File: src/hdl/moi_pkg.sv
// Shared types, constants and the arctangent table of the odometry integrator.
`timescale 1ns / 1ps
`default_nettype none

package moi_pkg;

    // Field and datapath widths.
    localparam int WHEEL_W     = 16;
    localparam int SUM_W       = 18;
    localparam int GAIN_W      = 32;
    localparam int PROD_W      = SUM_W + GAIN_W + 1;
    localparam int POSE_W      = 32;
    localparam int ANGLE_W     = 32;
    localparam int CW          = 18;
    localparam int MIX_W       = SUM_W + CW + 2;
    localparam int CORDIC_FRAC = 14;
    localparam int DELTA_W     = MIX_W - CORDIC_FRAC;
    localparam int MIX_ROUND   = 8192;

    // CORDIC iteration count, limited to the length of the arctangent table.
    localparam int CORDIC_STEPS  = 16;
    localparam int ATAN_ENTRIES  = 24;
    localparam int CORDIC_ITERS  = (CORDIC_STEPS > ATAN_ENTRIES) ? ATAN_ENTRIES : CORDIC_STEPS;
    localparam int ITER_W        = $clog2(CORDIC_ITERS);
    localparam int ATAN_IDX_W    = 5;
    localparam int CORDIC_START  = 9949;

    // Rounding offsets for the gain products.
    localparam logic [PROD_W-1:0] ROUND_HI = {{(PROD_W-32){1'b0}}, 32'h8000_0000};
    localparam logic [PROD_W-1:0] ROUND_LO = {{(PROD_W-16){1'b0}}, 16'h8000};

    // Heading fold limits and the half-turn shift.
    localparam logic [ANGLE_W-1:0] QUARTER_TURN       = 32'h4000_0000;
    localparam logic [ANGLE_W-1:0] THREE_QUARTER_TURN = 32'hC000_0000;
    localparam logic [ANGLE_W-1:0] HALF_TURN          = 32'h8000_0000;

    // Step queue depth.
    localparam int FIFO_PTR_W = 1;
    localparam int FIFO_DEPTH = 2 ** FIFO_PTR_W;

    // Configuration port.
    localparam int CFG_INDEX_W = 1;
    localparam int CFG_DATA_W  = 32;
    localparam logic [GAIN_W-1:0] LINEAR_GAIN_RESET  = 32'd875069000;
    localparam logic [GAIN_W-1:0] ANGULAR_GAIN_RESET = 32'd316526400;

    typedef enum logic [CFG_INDEX_W-1:0] {
        REG_LINEAR_GAIN  = 1'b0,
        REG_ANGULAR_GAIN = 1'b1
    } cfg_reg_t;

    typedef struct packed {
        logic [GAIN_W-1:0] linear;
        logic [GAIN_W-1:0] angular;
    } gains_t;

    // Body-frame step handed from the front end to the integrator.
    typedef struct packed {
        logic signed [SUM_W-1:0] fwd;
        logic signed [SUM_W-1:0] lat;
        logic [ANGLE_W-1:0]      turn;
    } step_t;

    typedef enum logic [2:0] {
        F_IDLE,
        F_MUL_F,
        F_MUL_L,
        F_MUL_T,
        F_ROUND_T,
        F_PUSH
    } front_state_t;

    typedef enum logic [3:0] {
        B_IDLE,
        B_ROT,
        B_FIX,
        B_MUL0,
        B_MUL1,
        B_MUL2,
        B_MUL3,
        B_MUL4,
        B_ROUND,
        B_UPDATE
    } back_state_t;

    // Arctangent of 2^-i in binary angle units, 2^32 per turn.
    function automatic logic [ANGLE_W-1:0] atan_turn(input logic [ATAN_IDX_W-1:0] idx);
        logic [ANGLE_W-1:0] v;
        case (idx)
            5'd0:    v = 32'd536870912;
            5'd1:    v = 32'd316933406;
            5'd2:    v = 32'd167458907;
            5'd3:    v = 32'd85004756;
            5'd4:    v = 32'd42667331;
            5'd5:    v = 32'd21354465;
            5'd6:    v = 32'd10679838;
            5'd7:    v = 32'd5340245;
            5'd8:    v = 32'd2670163;
            5'd9:    v = 32'd1335087;
            5'd10:   v = 32'd667544;
            5'd11:   v = 32'd333772;
            5'd12:   v = 32'd166886;
            5'd13:   v = 32'd83443;
            5'd14:   v = 32'd41722;
            5'd15:   v = 32'd20861;
            5'd16:   v = 32'd10430;
            5'd17:   v = 32'd5215;
            5'd18:   v = 32'd2608;
            5'd19:   v = 32'd1304;
            5'd20:   v = 32'd652;
            5'd21:   v = 32'd326;
            5'd22:   v = 32'd163;
            5'd23:   v = 32'd81;
            default: v = '0;
        endcase
        return v;
    endfunction

endpackage

`default_nettype wire

File: src/hdl/moi_stream_if.sv
// Valid/ready stream interfaces for the wheel samples and the pose results.
`timescale 1ns / 1ps
`default_nettype none

interface moi_sample_if;
    import moi_pkg::*;

    logic                      valid;
    logic                      ready;
    logic signed [WHEEL_W-1:0] wheel_front_left;
    logic signed [WHEEL_W-1:0] wheel_front_right;
    logic signed [WHEEL_W-1:0] wheel_rear_left;
    logic signed [WHEEL_W-1:0] wheel_rear_right;

    modport source (
        output valid, wheel_front_left, wheel_front_right, wheel_rear_left, wheel_rear_right,
        input  ready
    );
    modport sink (
        input  valid, wheel_front_left, wheel_front_right, wheel_rear_left, wheel_rear_right,
        output ready
    );
endinterface

interface moi_result_if;
    import moi_pkg::*;

    logic                     valid;
    logic                     ready;
    logic signed [POSE_W-1:0] pose_x;
    logic signed [POSE_W-1:0] pose_y;
    logic [ANGLE_W-1:0]       pose_heading;
    logic signed [POSE_W-1:0] step_forward;
    logic signed [POSE_W-1:0] step_lateral;
    logic signed [POSE_W-1:0] step_turn;

    modport source (
        output valid, pose_x, pose_y, pose_heading, step_forward, step_lateral, step_turn,
        input  ready
    );
    modport sink (
        input  valid, pose_x, pose_y, pose_heading, step_forward, step_lateral, step_turn,
        output ready
    );
endinterface

`default_nettype wire

File: src/hdl/mecanum_odometry_integrator_top.sv
// Top level of the mecanum odometry integrator: gain registers, front end, queue, back end.
`timescale 1ns / 1ps
`default_nettype none

// Channel   Role    Word
// sample    sink    four signed 16-bit wheel count deltas
// result    source  pose x, y, heading and the body steps of this sample
// cfg       write   gain register index and 32-bit data, no read-back
//
// The front end takes a word only after it has pushed the last one into the queue; the
// back end takes the next word from the queue only once it is through with the last,
// its pace set by the one-step-per-cycle CORDIC and the shared rotation multiplier.
// Reset clears the pose, the queue and the gains to their defaults at once.
// A stalled result holds the back end; the queue and the front end still take up to three
// more words before the input stalls.

module mecanum_odometry_integrator_top (
    input  wire logic                            clk,
    input  wire logic                            rst_n,
    input  wire logic                            cfg_we,
    input  wire logic [moi_pkg::CFG_INDEX_W-1:0] cfg_index,
    input  wire logic [moi_pkg::CFG_DATA_W-1:0]  cfg_data,
    moi_sample_if.sink                           sample,
    moi_result_if.source                         result
);
    import moi_pkg::*;

    gains_t gains_reg;
    logic   push_valid;
    logic   push_ready;
    step_t  push_data;
    logic   pop_valid;
    logic   pop_ready;
    step_t  pop_data;

    // Gain registers.
    always_ff @(posedge clk or negedge rst_n)
    begin
        if (!rst_n)
        begin
            gains_reg.linear  <= LINEAR_GAIN_RESET;
            gains_reg.angular <= ANGULAR_GAIN_RESET;
        end
        else if (cfg_we)
        begin
            unique case (cfg_reg_t'(cfg_index))
                REG_LINEAR_GAIN:  gains_reg.linear  <= cfg_data;
                REG_ANGULAR_GAIN: gains_reg.angular <= cfg_data;
                default:          ;
            endcase
        end
    end

    moi_front u_front (
        .clk        (clk),
        .rst_n      (rst_n),
        .gains      (gains_reg),
        .sample     (sample),
        .push_valid (push_valid),
        .push_ready (push_ready),
        .push_data  (push_data)
    );

    moi_step_fifo u_fifo (
        .clk        (clk),
        .rst_n      (rst_n),
        .push_valid (push_valid),
        .push_ready (push_ready),
        .push_data  (push_data),
        .pop_valid  (pop_valid),
        .pop_ready  (pop_ready),
        .pop_data   (pop_data)
    );

    moi_back u_back (
        .clk       (clk),
        .rst_n     (rst_n),
        .pop_valid (pop_valid),
        .pop_ready (pop_ready),
        .pop_data  (pop_data),
        .result    (result)
    );

endmodule

`default_nettype wire

File: src/hdl/moi_front.sv
// Front end: takes wheel words, forms the kinematic sums and scales them by the gains.
`timescale 1ns / 1ps
`default_nettype none

module moi_front (
    input  wire logic            clk,
    input  wire logic            rst_n,
    input  wire moi_pkg::gains_t gains,
    moi_sample_if.sink           sample,
    output logic                 push_valid,
    input  wire logic            push_ready,
    output moi_pkg::step_t       push_data
);
    import moi_pkg::*;

    front_state_t state_reg;
    front_state_t state_next;

    logic signed [SUM_W-1:0]  sum_f_reg;
    logic signed [SUM_W-1:0]  sum_l_reg;
    logic signed [SUM_W-1:0]  sum_t_reg;
    logic signed [PROD_W-1:0] prod_reg;
    step_t                    step_reg;

    logic signed [SUM_W-1:0]  fl;
    logic signed [SUM_W-1:0]  fr;
    logic signed [SUM_W-1:0]  rl;
    logic signed [SUM_W-1:0]  rr;
    logic signed [SUM_W-1:0]  mul_a;
    logic [GAIN_W-1:0]        mul_gain;
    logic signed [GAIN_W:0]   mul_b;
    logic signed [PROD_W-1:0] product;
    logic [PROD_W-1:0]        rnd_hi;
    logic [PROD_W-1:0]        rnd_lo;
    logic                     accept;

    // Wheel words widened for the signed sums.
    assign fl = SUM_W'(sample.wheel_front_left);
    assign fr = SUM_W'(sample.wheel_front_right);
    assign rl = SUM_W'(sample.wheel_rear_left);
    assign rr = SUM_W'(sample.wheel_rear_right);

    assign sample.ready = (state_reg == F_IDLE);
    assign accept       = sample.valid && (state_reg == F_IDLE);
    assign push_valid   = (state_reg == F_PUSH);
    assign push_data    = step_reg;

    // One shared multiplier walks through the three gain products.
    always_comb
    begin
        case (state_reg)
            F_MUL_L:
            begin
                mul_a    = sum_l_reg;
                mul_gain = gains.linear;
            end
            F_MUL_T:
            begin
                mul_a    = sum_t_reg;
                mul_gain = gains.angular;
            end
            default:
            begin
                mul_a    = sum_f_reg;
                mul_gain = gains.linear;
            end
        endcase
        mul_b   = $signed({1'b0, mul_gain});
        product = mul_a * mul_b;
        rnd_hi  = prod_reg + ROUND_HI;
        rnd_lo  = prod_reg + ROUND_LO;
    end

    // Sequencer for the front end.
    always_comb
    begin
        state_next = state_reg;
        unique case (state_reg)
            F_IDLE:    if (sample.valid) state_next = F_MUL_F;
            F_MUL_F:   state_next = F_MUL_L;
            F_MUL_L:   state_next = F_MUL_T;
            F_MUL_T:   state_next = F_ROUND_T;
            F_ROUND_T: state_next = F_PUSH;
            F_PUSH:    if (push_ready) state_next = F_IDLE;
            default:   state_next = F_IDLE;
        endcase
    end

    always_ff @(posedge clk or negedge rst_n)
    begin
        if (!rst_n)
        begin
            state_reg <= F_IDLE;
        end
        else
        begin
            state_reg <= state_next;
        end
    end

    // Sums on accept, then rounded products one state behind the multiplier.
    always_ff @(posedge clk)
    begin
        if (accept)
        begin
            sum_f_reg <= fl + fr + rl + rr;
            sum_l_reg <= fr + rl - fl - rr;
            sum_t_reg <= fr + rr - fl - rl;
        end
        prod_reg <= product;
        case (state_reg)
            F_MUL_L:   step_reg.fwd  <= rnd_hi[32 +: SUM_W];
            F_MUL_T:   step_reg.lat  <= rnd_hi[32 +: SUM_W];
            F_ROUND_T: step_reg.turn <= rnd_lo[16 +: ANGLE_W];
            default:   ;
        endcase
    end

endmodule

`default_nettype wire

File: src/hdl/moi_step_fifo.sv
// Short queue of body-frame steps between the front end and the integrator.
`timescale 1ns / 1ps
`default_nettype none

module moi_step_fifo (
    input  wire logic           clk,
    input  wire logic           rst_n,
    input  wire logic           push_valid,
    output logic                push_ready,
    input  wire moi_pkg::step_t push_data,
    output logic                pop_valid,
    input  wire logic           pop_ready,
    output moi_pkg::step_t      pop_data
);
    import moi_pkg::*;

    step_t                 mem_reg [FIFO_DEPTH];
    logic [FIFO_PTR_W-1:0] wr_ptr_reg;
    logic [FIFO_PTR_W-1:0] rd_ptr_reg;
    logic [FIFO_PTR_W:0]   count_reg;
    logic                  do_push;
    logic                  do_pop;

    assign push_ready = (count_reg != (FIFO_PTR_W + 1)'(FIFO_DEPTH));
    assign pop_valid  = (count_reg != '0);
    assign pop_data   = mem_reg[rd_ptr_reg];
    assign do_push    = push_valid && push_ready;
    assign do_pop     = pop_valid && pop_ready;

    // Pointers and fill count.
    always_ff @(posedge clk or negedge rst_n)
    begin
        if (!rst_n)
        begin
            wr_ptr_reg <= '0;
            rd_ptr_reg <= '0;
            count_reg  <= '0;
        end
        else
        begin
            if (do_push)
            begin
                wr_ptr_reg <= wr_ptr_reg + 1'b1;
            end
            if (do_pop)
            begin
                rd_ptr_reg <= rd_ptr_reg + 1'b1;
            end
            if (do_push && !do_pop)
            begin
                count_reg <= count_reg + 1'b1;
            end
            else if (do_pop && !do_push)
            begin
                count_reg <= count_reg - 1'b1;
            end
        end
    end

    // Entry storage.
    always_ff @(posedge clk)
    begin
        if (do_push)
        begin
            mem_reg[wr_ptr_reg] <= push_data;
        end
    end

endmodule

`default_nettype wire

File: src/hdl/moi_back.sv
// Back end: CORDIC of the kept heading, world-frame rotation and pose update.
`timescale 1ns / 1ps
`default_nettype none

module moi_back (
    input  wire logic           clk,
    input  wire logic           rst_n,
    input  wire logic           pop_valid,
    output logic                pop_ready,
    input  wire moi_pkg::step_t pop_data,
    moi_result_if.source        result
);
    import moi_pkg::*;

    back_state_t state_reg;
    back_state_t state_next;

    step_t                     step_reg;
    logic signed [CW-1:0]      x_reg;
    logic signed [CW-1:0]      y_reg;
    logic [ANGLE_W-1:0]        z_reg;
    logic                      flip_reg;
    logic [ITER_W-1:0]         iter_reg;
    logic signed [SUM_W+CW-1:0] mul_reg;
    logic signed [MIX_W-1:0]   mix_x_reg;
    logic signed [MIX_W-1:0]   mix_y_reg;
    logic signed [DELTA_W-1:0] dx_reg;
    logic signed [DELTA_W-1:0] dy_reg;
    logic signed [POSE_W-1:0]  acc_x_reg;
    logic signed [POSE_W-1:0]  acc_y_reg;
    logic [ANGLE_W-1:0]        acc_heading_reg;
    logic                      res_valid_reg;
    logic signed [POSE_W-1:0]  res_x_reg;
    logic signed [POSE_W-1:0]  res_y_reg;
    logic [ANGLE_W-1:0]        res_heading_reg;
    logic signed [POSE_W-1:0]  res_fwd_reg;
    logic signed [POSE_W-1:0]  res_lat_reg;
    logic [ANGLE_W-1:0]        res_turn_reg;

    logic                      fold;
    logic                      last_iter;
    logic signed [CW-1:0]      x_sh;
    logic signed [CW-1:0]      y_sh;
    logic signed [CW-1:0]      x_rot;
    logic signed [CW-1:0]      y_rot;
    logic [ANGLE_W-1:0]        z_rot;
    logic [ANGLE_W-1:0]        atan_val;
    logic signed [SUM_W-1:0]   mul_a;
    logic signed [CW-1:0]      mul_b;
    logic signed [MIX_W-1:0]   mul_ext;
    logic signed [MIX_W-1:0]   rnd_x;
    logic signed [MIX_W-1:0]   rnd_y;
    logic signed [POSE_W:0]    sum_x;
    logic signed [POSE_W:0]    sum_y;
    logic signed [POSE_W-1:0]  new_x;
    logic signed [POSE_W-1:0]  new_y;
    logic                      fire;

    // Fold the kept heading into the right half plane.
    assign fold = (acc_heading_reg > QUARTER_TURN) && (acc_heading_reg < THREE_QUARTER_TURN);

    // One CORDIC micro-rotation per cycle.
    always_comb
    begin
        atan_val  = atan_turn(ATAN_IDX_W'(iter_reg));
        x_sh      = x_reg >>> iter_reg;
        y_sh      = y_reg >>> iter_reg;
        last_iter = (iter_reg == ITER_W'(CORDIC_ITERS - 1));
        if (!z_reg[ANGLE_W-1])
        begin
            x_rot = x_reg - y_sh;
            y_rot = y_reg + x_sh;
            z_rot = z_reg - atan_val;
        end
        else
        begin
            x_rot = x_reg + y_sh;
            y_rot = y_reg - x_sh;
            z_rot = z_reg + atan_val;
        end
    end

    // Shared multiplier for the four rotation products.
    always_comb
    begin
        case (state_reg)
            B_MUL1:
            begin
                mul_a = step_reg.lat;
                mul_b = y_reg;
            end
            B_MUL2:
            begin
                mul_a = step_reg.fwd;
                mul_b = y_reg;
            end
            B_MUL3:
            begin
                mul_a = step_reg.lat;
                mul_b = x_reg;
            end
            default:
            begin
                mul_a = step_reg.fwd;
                mul_b = x_reg;
            end
        endcase
        mul_ext = MIX_W'(mul_reg);
        rnd_x   = mix_x_reg + MIX_W'(MIX_ROUND);
        rnd_y   = mix_y_reg + MIX_W'(MIX_ROUND);
    end

    // Saturating position sums.
    always_comb
    begin
        sum_x = {acc_x_reg[POSE_W-1], acc_x_reg}
              + {{(POSE_W + 1 - DELTA_W){dx_reg[DELTA_W-1]}}, dx_reg};
        sum_y = {acc_y_reg[POSE_W-1], acc_y_reg}
              + {{(POSE_W + 1 - DELTA_W){dy_reg[DELTA_W-1]}}, dy_reg};
        if (sum_x[POSE_W] != sum_x[POSE_W-1])
        begin
            new_x = sum_x[POSE_W] ? {1'b1, {(POSE_W-1){1'b0}}} : {1'b0, {(POSE_W-1){1'b1}}};
        end
        else
        begin
            new_x = sum_x[POSE_W-1:0];
        end
        if (sum_y[POSE_W] != sum_y[POSE_W-1])
        begin
            new_y = sum_y[POSE_W] ? {1'b1, {(POSE_W-1){1'b0}}} : {1'b0, {(POSE_W-1){1'b1}}};
        end
        else
        begin
            new_y = sum_y[POSE_W-1:0];
        end
    end

    // Sequencer for the back end.
    always_comb
    begin
        state_next = state_reg;
        pop_ready  = 1'b0;
        fire       = 1'b0;
        unique case (state_reg)
            B_IDLE:
            begin
                pop_ready = 1'b1;
                if (pop_valid) state_next = B_ROT;
            end
            B_ROT:    if (last_iter) state_next = B_FIX;
            B_FIX:    state_next = B_MUL0;
            B_MUL0:   state_next = B_MUL1;
            B_MUL1:   state_next = B_MUL2;
            B_MUL2:   state_next = B_MUL3;
            B_MUL3:   state_next = B_MUL4;
            B_MUL4:   state_next = B_ROUND;
            B_ROUND:  state_next = B_UPDATE;
            B_UPDATE:
            begin
                if (!res_valid_reg || result.ready)
                begin
                    fire       = 1'b1;
                    state_next = B_IDLE;
                end
            end
            default:  state_next = B_IDLE;
        endcase
    end

    // Control state, kept pose and result handshake.
    always_ff @(posedge clk or negedge rst_n)
    begin
        if (!rst_n)
        begin
            state_reg       <= B_IDLE;
            acc_x_reg       <= '0;
            acc_y_reg       <= '0;
            acc_heading_reg <= '0;
            res_valid_reg   <= 1'b0;
        end
        else
        begin
            state_reg <= state_next;
            if (fire)
            begin
                acc_x_reg       <= new_x;
                acc_y_reg       <= new_y;
                acc_heading_reg <= acc_heading_reg + step_reg.turn;
                res_valid_reg   <= 1'b1;
            end
            else if (result.ready)
            begin
                res_valid_reg <= 1'b0;
            end
        end
    end

    // Datapath registers.
    always_ff @(posedge clk)
    begin
        mul_reg <= mul_a * mul_b;
        case (state_reg)
            B_IDLE:
            begin
                step_reg <= pop_data;
                x_reg    <= CW'(CORDIC_START);
                y_reg    <= '0;
                z_reg    <= fold ? acc_heading_reg + HALF_TURN : acc_heading_reg;
                flip_reg <= fold;
                iter_reg <= '0;
            end
            B_ROT:
            begin
                x_reg    <= x_rot;
                y_reg    <= y_rot;
                z_reg    <= z_rot;
                iter_reg <= iter_reg + 1'b1;
            end
            B_FIX:
            begin
                if (flip_reg)
                begin
                    x_reg <= -x_reg;
                    y_reg <= -y_reg;
                end
            end
            B_MUL1:   mix_x_reg <= mul_ext;
            B_MUL2:   mix_x_reg <= mix_x_reg - mul_ext;
            B_MUL3:   mix_y_reg <= mul_ext;
            B_MUL4:   mix_y_reg <= mix_y_reg + mul_ext;
            B_ROUND:
            begin
                dx_reg <= rnd_x[MIX_W-1:CORDIC_FRAC];
                dy_reg <= rnd_y[MIX_W-1:CORDIC_FRAC];
            end
            default:  ;
        endcase
        if (fire)
        begin
            res_x_reg       <= new_x;
            res_y_reg       <= new_y;
            res_heading_reg <= acc_heading_reg + step_reg.turn;
            res_fwd_reg     <= POSE_W'(step_reg.fwd);
            res_lat_reg     <= POSE_W'(step_reg.lat);
            res_turn_reg    <= step_reg.turn;
        end
    end

    assign result.valid        = res_valid_reg;
    assign result.pose_x       = res_x_reg;
    assign result.pose_y       = res_y_reg;
    assign result.pose_heading = res_heading_reg;
    assign result.step_forward = res_fwd_reg;
    assign result.step_lateral = res_lat_reg;
    assign result.step_turn    = $signed(res_turn_reg);

endmodule

`default_nettype wire

File: src/flat_wrapper.sv
// flat-port wrapper written by rule: the top's interface ports become plain ports
module mecanum_odometry_integrator_top_flat import moi_pkg::*;
  (clk, rst_n, cfg_we, cfg_index, cfg_data, sample_valid, sample_wheel_front_left, sample_wheel_front_right, sample_wheel_rear_left, sample_wheel_rear_right, sample_ready, result_valid, result_pose_x, result_pose_y, result_pose_heading, result_step_forward, result_step_lateral, result_step_turn, result_ready);
  moi_sample_if sample_i ();
  moi_result_if result_i ();
  input  wire logic clk;
  input  wire logic rst_n;
  input  wire logic cfg_we;
  input  wire logic [moi_pkg::CFG_INDEX_W-1:0] cfg_index;
  input  wire logic [moi_pkg::CFG_DATA_W-1:0] cfg_data;
  input wire logic [$bits(sample_i.valid)-1:0] sample_valid;
  input wire logic [$bits(sample_i.wheel_front_left)-1:0] sample_wheel_front_left;
  input wire logic [$bits(sample_i.wheel_front_right)-1:0] sample_wheel_front_right;
  input wire logic [$bits(sample_i.wheel_rear_left)-1:0] sample_wheel_rear_left;
  input wire logic [$bits(sample_i.wheel_rear_right)-1:0] sample_wheel_rear_right;
  output wire logic [$bits(sample_i.ready)-1:0] sample_ready;
  output wire logic [$bits(result_i.valid)-1:0] result_valid;
  output wire logic [$bits(result_i.pose_x)-1:0] result_pose_x;
  output wire logic [$bits(result_i.pose_y)-1:0] result_pose_y;
  output wire logic [$bits(result_i.pose_heading)-1:0] result_pose_heading;
  output wire logic [$bits(result_i.step_forward)-1:0] result_step_forward;
  output wire logic [$bits(result_i.step_lateral)-1:0] result_step_lateral;
  output wire logic [$bits(result_i.step_turn)-1:0] result_step_turn;
  input wire logic [$bits(result_i.ready)-1:0] result_ready;
  assign sample_i.valid = sample_valid;
  assign sample_i.wheel_front_left = sample_wheel_front_left;
  assign sample_i.wheel_front_right = sample_wheel_front_right;
  assign sample_i.wheel_rear_left = sample_wheel_rear_left;
  assign sample_i.wheel_rear_right = sample_wheel_rear_right;
  assign sample_ready = sample_i.ready;
  assign result_valid = result_i.valid;
  assign result_pose_x = result_i.pose_x;
  assign result_pose_y = result_i.pose_y;
  assign result_pose_heading = result_i.pose_heading;
  assign result_step_forward = result_i.step_forward;
  assign result_step_lateral = result_i.step_lateral;
  assign result_step_turn = result_i.step_turn;
  assign result_i.ready = result_ready;
  mecanum_odometry_integrator_top u_core (.clk(clk), .rst_n(rst_n), .cfg_we(cfg_we), .cfg_index(cfg_index), .cfg_data(cfg_data), .sample(sample_i), .result(result_i));
endmodule
File: config.mk
export PLATFORM = sky130hd
export DESIGN_NAME = mecanum_odometry_integrator_top_flat
export DESIGN_NICKNAME = d
export VERILOG_FILES = /design/src/hdl/moi_pkg.sv /design/src/hdl/moi_stream_if.sv /design/src/hdl/mecanum_odometry_integrator_top.sv /design/src/hdl/moi_front.sv /design/src/hdl/moi_step_fifo.sv /design/src/hdl/moi_back.sv /design/src/flat_wrapper.sv
export SDC_FILE = /design/constraint.sdc
export NUM_CORES = 2
export LEC_CHECK = 0
export ABC_AREA = 1
export BUFFER_PORTS_ARGS = -buffer_cell sky130_fd_sc_hd__buf_2
export CORE_MARGIN = 2
export CORE_UTILIZATION = 40
export CTS_CLUSTER_SIZE = 10
export DETAILED_ROUTE_END_ITERATION = 12
export PLACE_DENSITY = 0.51
export SLEW_MARGIN = 10
export SYNTH_ARGS = -nofsm -noshare
export SYNTH_HDL_FRONTEND = slang
export SYNTH_SLANG_ARGS = --single-unit
File: constraint.sdc
create_clock -name clk -period 23.2 [get_ports clk]
set_input_delay 4.64 -clock clk [delete_from_list [all_inputs] [get_ports clk]]
set_output_delay 4.64 -clock clk [all_outputs]
set_load 0.03 [all_outputs]
After elaboration in Yosys (flattened, before gate mapping)
Memory sizes are Yosys's and may differ from the RTL's. A register that Yosys moved wholly into a read port is not among the register bits.
Cells that the tools add are included.
{"block": "word_totals", "ramBits": 136, "input_bits": 102, "mem_count": 2, "output_inout_bits": 194, "elab_cells": 162, "regBits": 741, "romBits": 480}
{"block": "op_classes", "n_reduce_logical": 26, "n_eq_ne": 24, "n_lt_le_gt_ge": 2, "n_mux": 37, "n_bitwise": 1, "n_shift": 2, "n_addsub": 32, "n_mul": 2}
{"name": "(name not given)", "words": 16, "word_bits": 30, "read_ports": 1, "rd_clocked_by_memory_dff": 1, "wr": 0, "line_no": "moi_pkg.sv:89", "rtl": "case (idx)"}
{"name": "u_core.u_fifo.mem_reg", "words": 2, "word_bits": 68, "read_ports": 1, "rd_clocked_by_memory_dff": 1, "wr": 1, "line_no": "moi_step_fifo.sv:17", "rtl": "step_t mem_reg [FIFO_DEPTH];"}
{"op": "two-way mux 32 bit", "count": 7}
{"op": "case mux 38 bit (2 select lines)", "count": 2}
{"op": "two-way mux 18 bit", "count": 6}
{"op": "case mux 18 bit (3 select lines)", "count": 2}
{"op": "adder 38 x 15 -> 38 bit (second input constant)", "count": 2}
{"op": "adder 32 x 24 -> 33 bit", "count": 2}
{"op": "adder 32 bit", "count": 2}
{"op": "case mux 32 bit (2 select lines)", "count": 1}
{"op": "adder 16 x 16 -> 17 bit", "count": 3}
{"op": "adder 50 x 32 -> 50 bit (second input constant)", "count": 1}
{"op": "multiplier 18 x 33 -> 50 bit", "count": 1}
{"op": "adder 48 x 16 -> 48 bit (second input constant)", "count": 1}
{"op": "case mux 4 bit (10 select lines)", "count": 1}
{"op": "adder 38 x 36 -> 38 bit", "count": 1}
{"op": "subtractor 38 x 36 -> 38 bit", "count": 1}
{"op": "adder 18 bit", "count": 2}
{"op": "multiplier 18 x 18 -> 36 bit", "count": 1}
{"op": "negator 18 bit", "count": 2}
{"op": "case mux 18 bit (2 select lines)", "count": 1}
{"op": ">>> shifter 18 x 4 -> 18 bit", "count": 2}
{"op": "subtractor 17 x 16 -> 18 bit", "count": 2}
{"op": "subtractor 18 x 16 -> 18 bit", "count": 2}
{"op": "subtractor 18 bit", "count": 2}
{"op": "adder 32 bit (second input constant)", "count": 1}
{"op": "36 further kinds", "count": 78}

Longest topological paths before layout
{"block": "depth", "word_depth": 6, "mapped_depth": 35, "ltp_nobuf": 34}

Modules after synthesis
A second synthesis with hierarchy kept.
{"block": "hier_totals", "hier_cells": 10225, "hier_area_um2": 88202.1}
{"module": "moi_back", "seq_area_each_um2": 16731.0, "area_per_inst_um2": 51340.5, "n_inst": 1, "cells_per_inst": 6239}
{"module": "moi_front", "seq_area_each_um2": 4439.3, "area_per_inst_um2": 29042.9, "n_inst": 1, "cells_per_inst": 3323}
{"module": "moi_step_fifo", "seq_area_each_um2": 4184.0, "area_per_inst_um2": 5168.7, "n_inst": 1, "cells_per_inst": 384}
{"module": "mecanum_odometry_integrator_top", "seq_area_each_um2": 1636.6, "area_per_inst_um2": 2650.0, "n_inst": 1, "cells_per_inst": 279}

Least setup slack after synthesis
OpenSTA, ideal clock, no wires.
{"block": "synth_path", "path_type": "input to register", "start": "input result_ready", "end": "register u_core.u_back.res_heading_reg[0], in the netlist u_core.u_back.result.pose_heading[0] (enable)", "path_stages": 5, "t_arrival_ns": 9.624, "n_path_buf": 1, "slack_ns": 12.984, "required_ns": 22.607, "setup_time_ns": 0.593, "cell_sequence": "nor2_1 > inv_1 > nand2_1 > inv_2 > clkbuf_1"}
{"block": "synth_via", "elab_chain_len": 3}
{"item": "start: declaration", "line_no": "flat_wrapper.sv:24", "rtl": "input wire logic [$bits(result_i.ready)-1:0] result_ready;"}
{"item": "logical OR 1 bit", "line_no": "moi_back.sv:160", "rtl": "if (!res_valid_reg || result.ready)"}
{"item": "two-way mux 1 bit", "line_no": "moi_back.sv:160"}
{"item": "two-way mux 1 bit", "line_no": "moi_back.sv:144", "rtl": "unique case (state_reg)"}
{"item": "net u_core.u_back.fire", "line_no": "moi_back.sv:57", "rtl": "logic fire;"}
{"item": "end signal: assignment", "line_no": "moi_back.sv:242", "rtl": "res_heading_reg <= acc_heading_reg + step_reg.turn;"}
{"item": "end: declaration", "line_no": "moi_back.sv:35", "rtl": "logic [ANGLE_W-1:0] res_heading_reg;"}
The timed path passes the listed nets, and every way through them passes these cells.
A chain may end at the register's enable or synchronous reset.

Worst setup path in the final report
{"block": "layout_path", "start": "register u_core.u_back.state_reg[2]", "end": "register u_core.u_back.mul_reg[26]"}
{"block": "layout_via", "elab_chain_len": 4, "word_cells_on_any_way": 8, "cone_classes": "mul: 1; eq/ne: 3; mux: 2; reduce/logical: 2"}
{"item": "start: declaration", "line_no": "moi_back.sv:15", "rtl": "back_state_t state_reg;"}
{"item": "start signal: assignment", "line_no": "moi_back.sv:183", "rtl": "state_reg <= state_next;"}
{"item": "== test 4 x 3 -> 1 bit", "line_no": "moi_back.sv:86", "rtl": "case (state_reg)"}
{"item": "OR reduction 2 bit (no line)"}
{"item": "two-way mux 18 bit", "line_no": "moi_back.sv:86"}
{"item": "multiplier 18 x 18 -> 36 bit (*)", "line_no": "moi_back.sv:201", "rtl": "mul_reg <= mul_a * mul_b;"}
{"item": "end signal: assignment", "line_no": "moi_back.sv:201"}
{"item": "end: declaration", "line_no": "moi_back.sv:24", "rtl": "logic signed [SUM_W+CW-1:0] mul_reg;"}
Mark *: on every way between the ends. The rest lies on a longest branch, timed or not.

==> run_results.csv <==
group,metric,value,unit
setup_path,worst_setup_path_end_kind,"flip-flop",
global_routing,grt_util_met3,2.56,%
synth,synth.most_common_cell,"nand2_1",
global_routing,antenna_found_initial,11,
global_routing,grt.overflow.total,0,
synth,yosysTopAreaCellShare,23.7,%
sta,timing.final.crit_share,38.2,%
clock_network,insertion_delay,820,ps
die,core,217000,um2
cells_and_area,nets,11964,
detailed_routing,drt_iter0_markers,4500,
sta,hold_viol,0,
setup_path,start_kind,"flip-flop",
detailed_routing,vias,68206,
cells_and_area,seqCellArea,27000,um2
clock_network,cts_hold_buf,0,
die,die_y,471,um
clock_network,cts_tree,"yes",
synth,syn_inst,10158,
global_routing,grt_pass1_vias,70281,
detailed_routing,routed_wl,271000,um
cells_and_area,finish.utilization,44.1,%
sta,finalSetupViolations,0,
cells_and_area,fillers,21838,
setup_path,cp_data_arrival_time,9510,ps
synth,ys_types,70,
clock_network,cts_sinks,960,
synth,synth_commonest_cells,"nand2_1, inv_1, fa_1, nor2_1, edfxtp_1",
clock_network,cts.path.max_buffers,3,
synth,syn-num-nets,11724,
global_routing,grtUsageTotal,24.5,%
cells_and_area,area_growth,9.63,%
synth,postSynth.asyncResetShare,17.9,%
sta,rsz0062_at_grt,"no",
detailed_routing,vias_per_cell,5.11,
sta,fin_setup_tns,0,ps
cells_and_area,multi_input_area,52400,um2
clock_network,post_cts_buffers,0,
cells_and_area,largest_reg_flops,136,
clock_network,h-tree-depth,3,
sta,worst_pin_slew,1280,ps
synth,synth_seq_cells,960,
placement,place.gp.congestion,0.916,
clock_network,post_cts_resized,0,
hold_path,worstHoldPathType,"flip-flop to flip-flop",
die,ios,296,
setup_path,ff2ff_path_depth,26,
synth,avgSynthCellArea,8.59,um2
clock_network,clockRootBuffer,"clkbuf_16",
sta,fin_skew,94.9,ps
global_routing,met2_usage,41.6,%
die,initial_core_util,40.2,%
setup_path,cp.required,23860,ps
setup_path,crit_type,"flip-flop to flip-flop",
clock_network,path_clk_slew,60,ps
global_routing,grt_max_degree,108,
global_routing,top_usage_layer,"met2",
setup_path,path_max_fanout,39,
synth,yosysSeqAreaShare,30.9,%
detailed_routing,post_drt_wl_per_cell,20.3,um
global_routing,met1_usage,32.8,%
hold_path,whs_path_depth,0,
synth,synth_ff_type,"edfxtp_1",
synth,synth_edf_count,687,
flow_run,maxCapViolations,0,
synth,yosys.area.top_type,"edfxtp_1",
placement,dp_hpwl,220000,um
die,die-area,222000,um2
sta,slew_viol_final,0,
global_routing,grt_pass1_wl,419000,um
die,row_count,171,
clock_network,cts_made_buffers,118,
synth,yosysWarningCount,0,
synth,synth_area_leaders,"edfxtp_1, fa_1, nand2_1",
cells_and_area,drive_above_1_share,7.24,%
sta,max_slew_margin,14.1,%
die,die_width,471,um
detailed_routing,drc_errors,0,
status,status,"finished clean",
detailed_routing,first_pass_iters,6,
sta,max_clock_freq,113,MHz
placement,io_buffers,295,
synth,netlist_area,87200,um2
sta,fin_crit,8860,ps
detailed_routing,antenna_left,0,
## through the flow
step	setup slack (ps)	std cells	hold slack, ps	instance area, um2
3_5_place_dp	14260	13132	431	91900
5_1_grt	13620	13348	428	95600
4_1_cts	14210	13346	417	95600
3_3_place_gp	14240	13132	422	91900
2_1_floorplan	12980	10158	421	87200
6_report	14340	13350	416	95600
## routing by layer
| layer | share of wire, % | wire length, um |
|---|---|---|
| met2 | 48 | 130000 |
| met3 | 4.5 | 12200 |
| met4 | 3.4 | 9270 |
| met1 | 44 | 120000 |
| met5 | 0 | 0 |
## path summary, 6_finish.rpt
| kind | startpoint | end | slack [ps] |
|---|---|---|---|
| setup / recovery | u_core.u_back.state_reg[2]$_DFFE_PN0P_ | u_core.u_back.mul_reg[26]$_DFF_P_ | 14340 |
| hold / removal | u_core.u_front.push_data[11]$_DFFE_PP_ | u_core.u_fifo.mem_reg[0][11]$_DFFE_PP_ | 420 |
| setup reg to reg | u_core.u_back.state_reg[2]$_DFFE_PN0P_ | u_core.u_back.mul_reg[26]$_DFF_P_ | 14340 |
| hold reg to reg | u_core.u_front.push_data[11]$_DFFE_PP_ | u_core.u_fifo.mem_reg[0][11]$_DFFE_PP_ | 420 |
| max in group asynchronous | rst_n | u_core.u_back.acc_heading_reg[2]$_DFFE_PN0P_ | 17940 |
| min in group asynchronous | rst_n | u_core.u_back.acc_x_reg[16]$_DFFE_PN0P_ | 3810 |
## kinds of logic after synthesis
logic type               synth area share, %
flip-flops                              30.9
adder cells (fa/ha/maj)                 28.9
XOR/XNOR                                3.89
AND/OR/NAND/NOR                         18.7
multiplexers                          0.0775
buffers and inverters                   9.10
AO/OA/AOI/OAI                           8.45
## layout by cell type (no fill, tap or decap), types with 22 or more instances in the layout
cell,n
o21ai_1,63
nor3_1,77
o21ai_2,22
o21a_1,26
dfxtp_1,101
or2_2,55
dfrtp_1,143
inv_1,1736
ha_1,549
buf_2,294
buf_4,103
nand4_1,43
dfstp_2,28
clkbuf_16,121
o21bai_1,34
a21oi_1,462
xor2_1,245
nand2_1,2372
nor4_1,30
a21o_1,50
edfxtp_1,687
o21ai_0,460
nor2_1,872
nand3_1,437
fa_1,915
xnor2_1,142
clkbuf_1,51
a31oi_1,62
## final cells by class
type	instances	area share [%]
clock inverter	25	0.297
clock buffer	189	3.61
tap	2854	3.73
sequential	960	28.2
antenna	4	0.0105
inverter	1768	6.95
multi-input combinational	7152	54.8
timing repair buffer	398	2.36
## critical path, stage by stage (launching register included)
cell	delay, ps
dfrtp_1	390
inv_1	80
nor2_2	150
inv_1	170
nor2_4	100
buf_4	480
inv_2	450
o21ai_0	1120
inv_1	610
nor2_1	310
fa_1	210
inv_1	50
fa_1	480
inv_1	60
fa_1	550
fa_1	450
fa_1	570
fa_1	440
ha_1	360
a21oi_1	280
a21boi_0	220
o21ai_0	110
a21oi_1	230
inv_1	80
a21oi_1	250
o31ai_1	120
xor2_1	360
Power is not shown: default switching activity piles up to over one toggle a cycle in this logic, so the estimate is an artifact.
